$ cat config.mk
export PLATFORM = sky130hd
export DESIGN_NAME = gpid_state
export DESIGN_NICKNAME = d
export VERILOG_FILES = /design/src/hdl/gpid_pkg.sv /design/src/hdl/gpid_state.sv
export SDC_FILE = /design/constraint.sdc
export NUM_CORES = 1
export LEC_CHECK = 0
export BUFFER_PORTS_ARGS = -buffer_cell sky130_fd_sc_hd__buf_2
export CORE_MARGIN = 2
export CORE_UTILIZATION = 30
export CTS_CLUSTER_DIAMETER = 60
export CTS_CLUSTER_SIZE = 30
export DETAILED_ROUTE_END_ITERATION = 8
export GPL_ROUTABILITY_DRIVEN = 0
export GPL_TIMING_DRIVEN = 0
export SLEW_MARGIN = 20
export SYNTH_ARGS = -nofsm -noshare
export SYNTH_HDL_FRONTEND = slang
export SYNTH_SLANG_ARGS = --single-unit
$ cat constraint.sdc
create_clock -name clk -period 6.17 [get_ports clk]
set_input_delay 0.617 -clock clk [delete_from_list [all_inputs] [get_ports clk]]
set_output_delay 0.617 -clock clk [all_outputs]
set_load 0.01 [all_outputs]
$ cat src/hdl/gpid_pkg.sv
`timescale 1ns / 1ps
// ----------------------------------------------------------------------------
// gpid_pkg - shared types and constants of the gated pid controller
// widths, register indexes, codes and the structs passed between modules
// ----------------------------------------------------------------------------
package gpid_pkg;

    // data path widths
    localparam int DATA_WIDTH     = 16;
    localparam int GAIN_FRAC_BITS = 8;
    localparam int GAIN_W         = 24;
    localparam int MODE_W         = 2;
    localparam int LIMIT_W        = 15;
    localparam int TICK_W         = 16;
    localparam int SUM_W          = 32;
    localparam int ERR_W          = DATA_WIDTH + 1;
    localparam int DIFF_W         = DATA_WIDTH + 2;
    localparam int SUMX_W         = ((SUM_W > ERR_W) ? SUM_W : ERR_W) + 1;

    // product and accumulator widths, gains are widened by a zero sign bit
    localparam int P_W      = GAIN_W + 1 + ERR_W;
    localparam int D_W      = GAIN_W + 1 + DIFF_W;
    localparam int I_W      = GAIN_W + 1 + SUM_W;
    localparam int OPND_W   = (DIFF_W > SUM_W) ? DIFF_W : SUM_W;
    localparam int ACC_W    = GAIN_W + 1 + OPND_W + 2;

    // stream widths, padded to whole bytes
    localparam int IN_TDATA_W  = ((3 * DATA_WIDTH + 7) / 8) * 8;
    localparam int OUT_TDATA_W = ((DATA_WIDTH + 7) / 8) * 8;
    localparam int CFG_ADDR_W  = 3;
    localparam int CFG_DATA_W  = GAIN_W;

    // register indexes
    localparam logic [CFG_ADDR_W-1:0] REG_KP     = 3'd0;
    localparam logic [CFG_ADDR_W-1:0] REG_KI     = 3'd1;
    localparam logic [CFG_ADDR_W-1:0] REG_KD     = 3'd2;
    localparam logic [CFG_ADDR_W-1:0] REG_MODE   = 3'd3;
    localparam logic [CFG_ADDR_W-1:0] REG_LIMIT  = 3'd4;
    localparam logic [CFG_ADDR_W-1:0] REG_PERIOD = 3'd5;

    // register reset values
    localparam logic [GAIN_W-1:0]  KP_RESET     = 24'd1024;
    localparam logic [GAIN_W-1:0]  KI_RESET     = 24'd204800;
    localparam logic [GAIN_W-1:0]  KD_RESET     = 24'd1024;
    localparam logic [LIMIT_W-1:0] LIMIT_RESET  = 15'd1500;
    localparam logic [TICK_W-1:0]  PERIOD_RESET = 16'd20;

    // controller modes, the reserved code behaves as full pid
    localparam logic [MODE_W-1:0] MODE_P        = 2'd0;
    localparam logic [MODE_W-1:0] MODE_PD       = 2'd1;
    localparam logic [MODE_W-1:0] MODE_PID      = 2'd2;
    localparam logic [MODE_W-1:0] MODE_RESERVED = 2'd3;

    // item kinds
    localparam logic OP_TICK   = 1'b0;
    localparam logic OP_SAMPLE = 1'b1;

    // error sum bounds
    localparam logic signed [SUM_W-1:0] SUM_MAX = {1'b0, {(SUM_W-1){1'b1}}};
    localparam logic signed [SUM_W-1:0] SUM_MIN = {1'b1, {(SUM_W-1){1'b0}}};
    localparam logic [TICK_W-1:0]       TICK_MAX = {TICK_W{1'b1}};

    // strobes and operands into the state stage
    typedef struct packed {
        logic                         tick;
        logic                         sample;
        logic signed [DATA_WIDTH-1:0] measured;
        logic signed [DATA_WIDTH-1:0] setpoint;
    } step_t;

    // values out of the state stage
    typedef struct packed {
        logic                     compute;
        logic signed [ERR_W-1:0]  err;
        logic signed [DIFF_W-1:0] diff;
        logic signed [SUM_W-1:0]  sum;
    } calc_t;

endpackage

$ cat src/hdl/gpid_state.sv
`timescale 1ns / 1ps
// ----------------------------------------------------------------------------
// gpid_state - tick counter, error sum and previous error
// gates samples by the period and forms error, difference and new sum
// ----------------------------------------------------------------------------
module gpid_state (
    input  logic                        clk,
    input  logic                        rst_n,
    input  logic [gpid_pkg::TICK_W-1:0] sample_period,
    input  gpid_pkg::step_t             step,
    output gpid_pkg::calc_t             calc
);
    import gpid_pkg::*;

    logic [TICK_W-1:0]       tick_count_reg;
    logic [TICK_W-1:0]       tick_count_next;
    logic signed [SUM_W-1:0] error_sum_reg;
    logic signed [SUM_W-1:0] error_sum_next;
    logic signed [ERR_W-1:0] prev_err_reg;
    logic signed [ERR_W-1:0] prev_err_next;
    logic signed [SUMX_W-1:0] sum_wide;
    logic                    update;

    always_comb
    begin
        calc.compute = (tick_count_reg >= sample_period);
        calc.err     = ERR_W'(step.setpoint) - ERR_W'(step.measured);
        calc.diff    = DIFF_W'(calc.err) - DIFF_W'(prev_err_reg);
        sum_wide     = SUMX_W'(error_sum_reg) + SUMX_W'(calc.err);
        // saturate to the signed 32 bit range
        if (sum_wide > SUMX_W'(SUM_MAX))
        begin
            calc.sum = SUM_MAX;
        end
        else if (sum_wide < SUMX_W'(SUM_MIN))
        begin
            calc.sum = SUM_MIN;
        end
        else
        begin
            calc.sum = SUM_W'(sum_wide);
        end
    end

    assign update = step.sample && calc.compute;

    always_comb
    begin
        tick_count_next = tick_count_reg;
        error_sum_next  = error_sum_reg;
        prev_err_next   = prev_err_reg;
        if (step.tick && (tick_count_reg != TICK_MAX))
        begin
            tick_count_next = tick_count_reg + TICK_W'(1);
        end
        if (update)
        begin
            tick_count_next = '0;
            error_sum_next  = calc.sum;
            prev_err_next   = calc.err;
        end
    end

    always_ff @(posedge clk or negedge rst_n)
    begin
        if (!rst_n)
        begin
            tick_count_reg <= '0;
            error_sum_reg  <= '0;
            prev_err_reg   <= '0;
        end
        else
        begin
            tick_count_reg <= tick_count_next;
            error_sum_reg  <= error_sum_next;
            prev_err_reg   <= prev_err_next;
        end
    end

    // a computed sample restarts the period
    a_compute_clears: assert property (@(posedge clk) disable iff (!rst_n)
        update |=> (tick_count_reg == '0))
        else $error("tick counter not cleared after a computed sample");

    // the counter holds at its top value
    a_tick_saturates: assert property (@(posedge clk) disable iff (!rst_n)
        (step.tick && !step.sample && (tick_count_reg == TICK_MAX))
            |=> (tick_count_reg == TICK_MAX))
        else $error("tick counter wrapped");

endmodule

==> reports/summary.log <==
qor: global_routing.grt_use_total 14.8%
qor: timing.hold_violations 0
qor: synth.synth_cell_types 65
qor: global_routing.global_route_wire_length_before_repair 28.4 mm
qor: timing.timing.final.setup_violations 0
qor: global_routing.number_of_antenna_violations_at_the_first_check_in_global_routing 0
qor: clock_tree.numClockSinks 65
qor: clock_tree.worst_setup_hold_path_clk_slew 0.06 ns
qor: final_layout.layoutNonFillerInstCount 1,161
qor: worst_setup_path.rr_worst_depth 13
qor: final_layout.finish.net_count 1,013
qor: timing.timing.hold.ws 0.149 ns
qor: routing.routed_wl 17.4 mm
qor: synth.synth.avg_cell_area 8.98 sq um
qor: synth.yosysWarnings 0
qor: worst_setup_path.crit-reg2reg-launch tick_count_reg[2]$_DFFE_PN0P_
qor: synth.register_area_share_after_synthesis 24.3%
qor: place.place.detailed.hpwl 13.9 mm
qor: synth.syn-instance-count 747
qor: final_layout.drive_gt1_share 28.8%
qor: place.preCtsSetupSlack -0.266 ns
qor: clock_tree.clk_buf_depth 2
qor: die.core-area 21,900 sq um
qor: worst_setup_path.worstReg2RegEnd tick_count_reg[7]$_DFFE_PN0P_
qor: global_routing.first_global_vias 5,639
qor: clock_tree.numCtsBuffers 9
qor: min_path.hp-class primary input to async pin
qor: global_routing.overflow 0
qor: routing.routed_wire_length_per_instance 15.0 microns
qor: power_and_ir_drop.p_leak 0.00415 uW
qor: final_layout.commonest_non_fill_non_tap_cells_in_the_layout buf_2 (120), inv_1 (79), ha_1 (76)
qor: outcome.run_status complete, no violations
qor: routing.detail_route.drc_violations 0
qor: worst_setup_path.reg2reg_setup_slack 2.78 ns
qor: power_and_ir_drop.totalPowerFinal 1930 uW
qor: timing.timing.final.crit_share 95.7%
qor: global_routing.grt_max_degree 51
qor: worst_setup_path.critPathLaunchType primary input
qor: final_layout.commonest_non_fill_non_tap_cell_in_the_layout buf_2
qor: routing.vias_per_cell 4.96
qor: worst_setup_path.worst_ep_required_time 5.55 ns
qor: synth.synth_enable_flop_cells 0
qor: timing.final.setup.worst_slack 0.268 ns
qor: synth.synthArstFlopShare 100%
qor: power_and_ir_drop.pwr_cell_area 237 nW/um^2
qor: worst_setup_path.cp_data_arrival_time 5.29 ns
qor: timing.maxSlewHeadroom 44.6%
qor: timing.post-route-min-period 5.90 ns
qor: clock_tree.ctsHtreeMaxLevel 3
qor: final_layout.largest_register_ffs 32
qor: synth.synth.ff_latch_count 65
qor: final_layout.register_area 1630 sq um
qor: die.initial_core_util 30.6%
qor: timing.report.final.slew_viol_count 0
qor: timing.worst_slew_pin_slew 0.832 ns
qor: synth.most_used_flip_flop_cell_after_synthesis dfrtp_1
qor: die.floorplan.die.height 154 microns
qor: final_layout.num_antenna_cells 0
qor: place.io_buffer_count 119
qor: clock_tree.clock_root_buffer clkbuf_16
qor: clock_tree.cts_tree done
qor: final_layout.multi_input_area 4820 sq um
qor: worst_setup_path.critical_path.max_fanout 16
qor: run.drv.max_cap_violation_count 0
qor: timing.timing.fmax 169 MHz
qor: die.io_pins 120
qor: timing.finalClockSkew 0.00713 ns
qor: routing.router_iterations_before_antenna_repair 4
qor: worst_setup_path.cp-end-kind primary output
qor: worst_setup_path.setup.worst_path.class primary input to primary output
qor: synth.synth_area 6710 sq um
qor: synth.syn-num-nets 884
qor: routing.drt-initial-drc-count 171
qor: clock_tree.clk-insertion-delay-late 0.34 ns
qor: power_and_ir_drop.vdd.ir_drop.worst 0.000126 V
qor: final_layout.area_growth_syn_to_layout 21.5%
qor: final_layout.final.fill_count 2,301
qor: routing.ant_nets 0
qor: place.placed_cells_incl_taps 1,148
qor: die.rows 54
qor: die.die_area 23,600 sq um
qor: routing.via_count 5,754
qor: die.die_width 154 microns
## cell families (layout without fill, tap and decap cells)
family | after synthesis | after routing | share of synthesized area, %
fa+ha+maj | 116 | 116 | 21.4
buf+inv | 99 | 233 | 5.97
compound gates | 168 | 168 | 17.0
mux | 50 | 50 | 9.98
flops | 65 | 65 | 24.3
xor+xnor | 63 | 63 | 8.23
simple gates | 186 | 186 | 13.2
## timing repair
action / CTS / global route
setup endpoints to repair: 32 / 32
resized for setup: 6 / 29
endpoints found under the hold margin: 0 / 0
pin swaps: 1 / 5
hold buffers: 0 / 0
setup buffers: 0 / 2
gates cloned: 0 / 0
## layer usage
layer	track usage, %	wire [microns]
met1	19.5	8160
met5	0	0
met2	25.3	8360
met4	3.15	137
met3	2.79	746
## metrics by stage
| stage | util, % | instance area, sq um | TNS, ns |
|---|---|---|---|
| 2_1_floorplan | - | 6710 | 0 |
| 3_3_place_gp | 35.0 | 7650 | -59.37 |
| 6_report | 37.2 | 8140 | 0 |
| 5_1_grt | 37.2 | 8140 | -0.000883 |
| 3_5_place_dp | 35.2 | 7700 | -6.16 |
| 4_1_cts | 36.6 | 8020 | 0 |
## synthesized netlist by cell type, drive strengths merged, types with 3 or more instances
master,count,area share (%)
a2111oi,3,0.39
a211oi,13,1.5
a21boi,3,0.34
a21o,28,3.1
a21oi,47,3.5
a31o,4,0.52
a31oi,4,0.60
and3,9,0.84
buf,11,1.0
clkbuf,8,0.45
dfrtp,65,24
fa,3,0.90
ha,82,15
inv,80,4.5
maj3,31,5.2
mux2,48,9.7
nand2,49,2.7
nand2b,7,0.65
nand3,17,1.3
nand4,9,0.84
nor2,56,3.1
nor2b,10,0.93
nor3,11,0.82
o2111ai,3,0.39
o211ai,6,0.75
o21a,3,0.34
o21ai,30,2.4
o21bai,5,0.62
or2,4,0.37
or3,5,0.54
xnor2,46,6.0
xor2,17,2.2
## layout make-up
| class | count | share of cell area [%] |
|---|---|---|
| multi-input combinational | 583 | 59.2 |
| sequential | 65 | 20.0 |
| timing repair buffer | 123 | 8.00 |
| tap | 280 | 4.30 |
| inverter | 80 | 3.69 |
| clock buffer | 9 | 2.77 |
| buffer | 14 | 1.14 |
| clock inverter | 7 | 0.968 |
## critical path: stages
cell      delay, ns
buf_2          0.07
inv_1          0.03
ha_1           0.22
fa_1           0.41
nor2b_1        0.12
o21ai_1        0.11
a21boi_2       0.23
o21ai_1        0.13
a211oi_2       0.38
o31ai_4        0.13
a21oi_2        0.18
o22ai_2        0.15
buf_6          0.21
ha_2           0.32
and2_1         0.21
a221oi_2       0.28
o21bai_1       0.10
a21oi_1        0.17
o211ai_1       0.13
o21ai_2        0.19
a31oi_4        0.16
buf_4          0.18
maj3_1         0.36
buf_2          0.16
## worst max path at each step
stage	startpoint	endpoint	slack, ns	cells after the start
finish	step[0]	calc[1]	0.27	24
detailed placement	step[0]	calc[29]	-0.27	24
floorplan	step[18]	calc[29]	0.51	20
CTS	step[17]	calc[7]	0.03	21
global route	step[0]	calc[28]	-0.0006	21
global placement	step[0]	calc[29]	-1.31	23
## where the power goes
part	total, uW	switching (uW)	internal (uW)
combinational	914	522	393
clock	524	208	316
sequential	494	35.4	458
No activity file was read; power rests on OpenSTA's default activity.
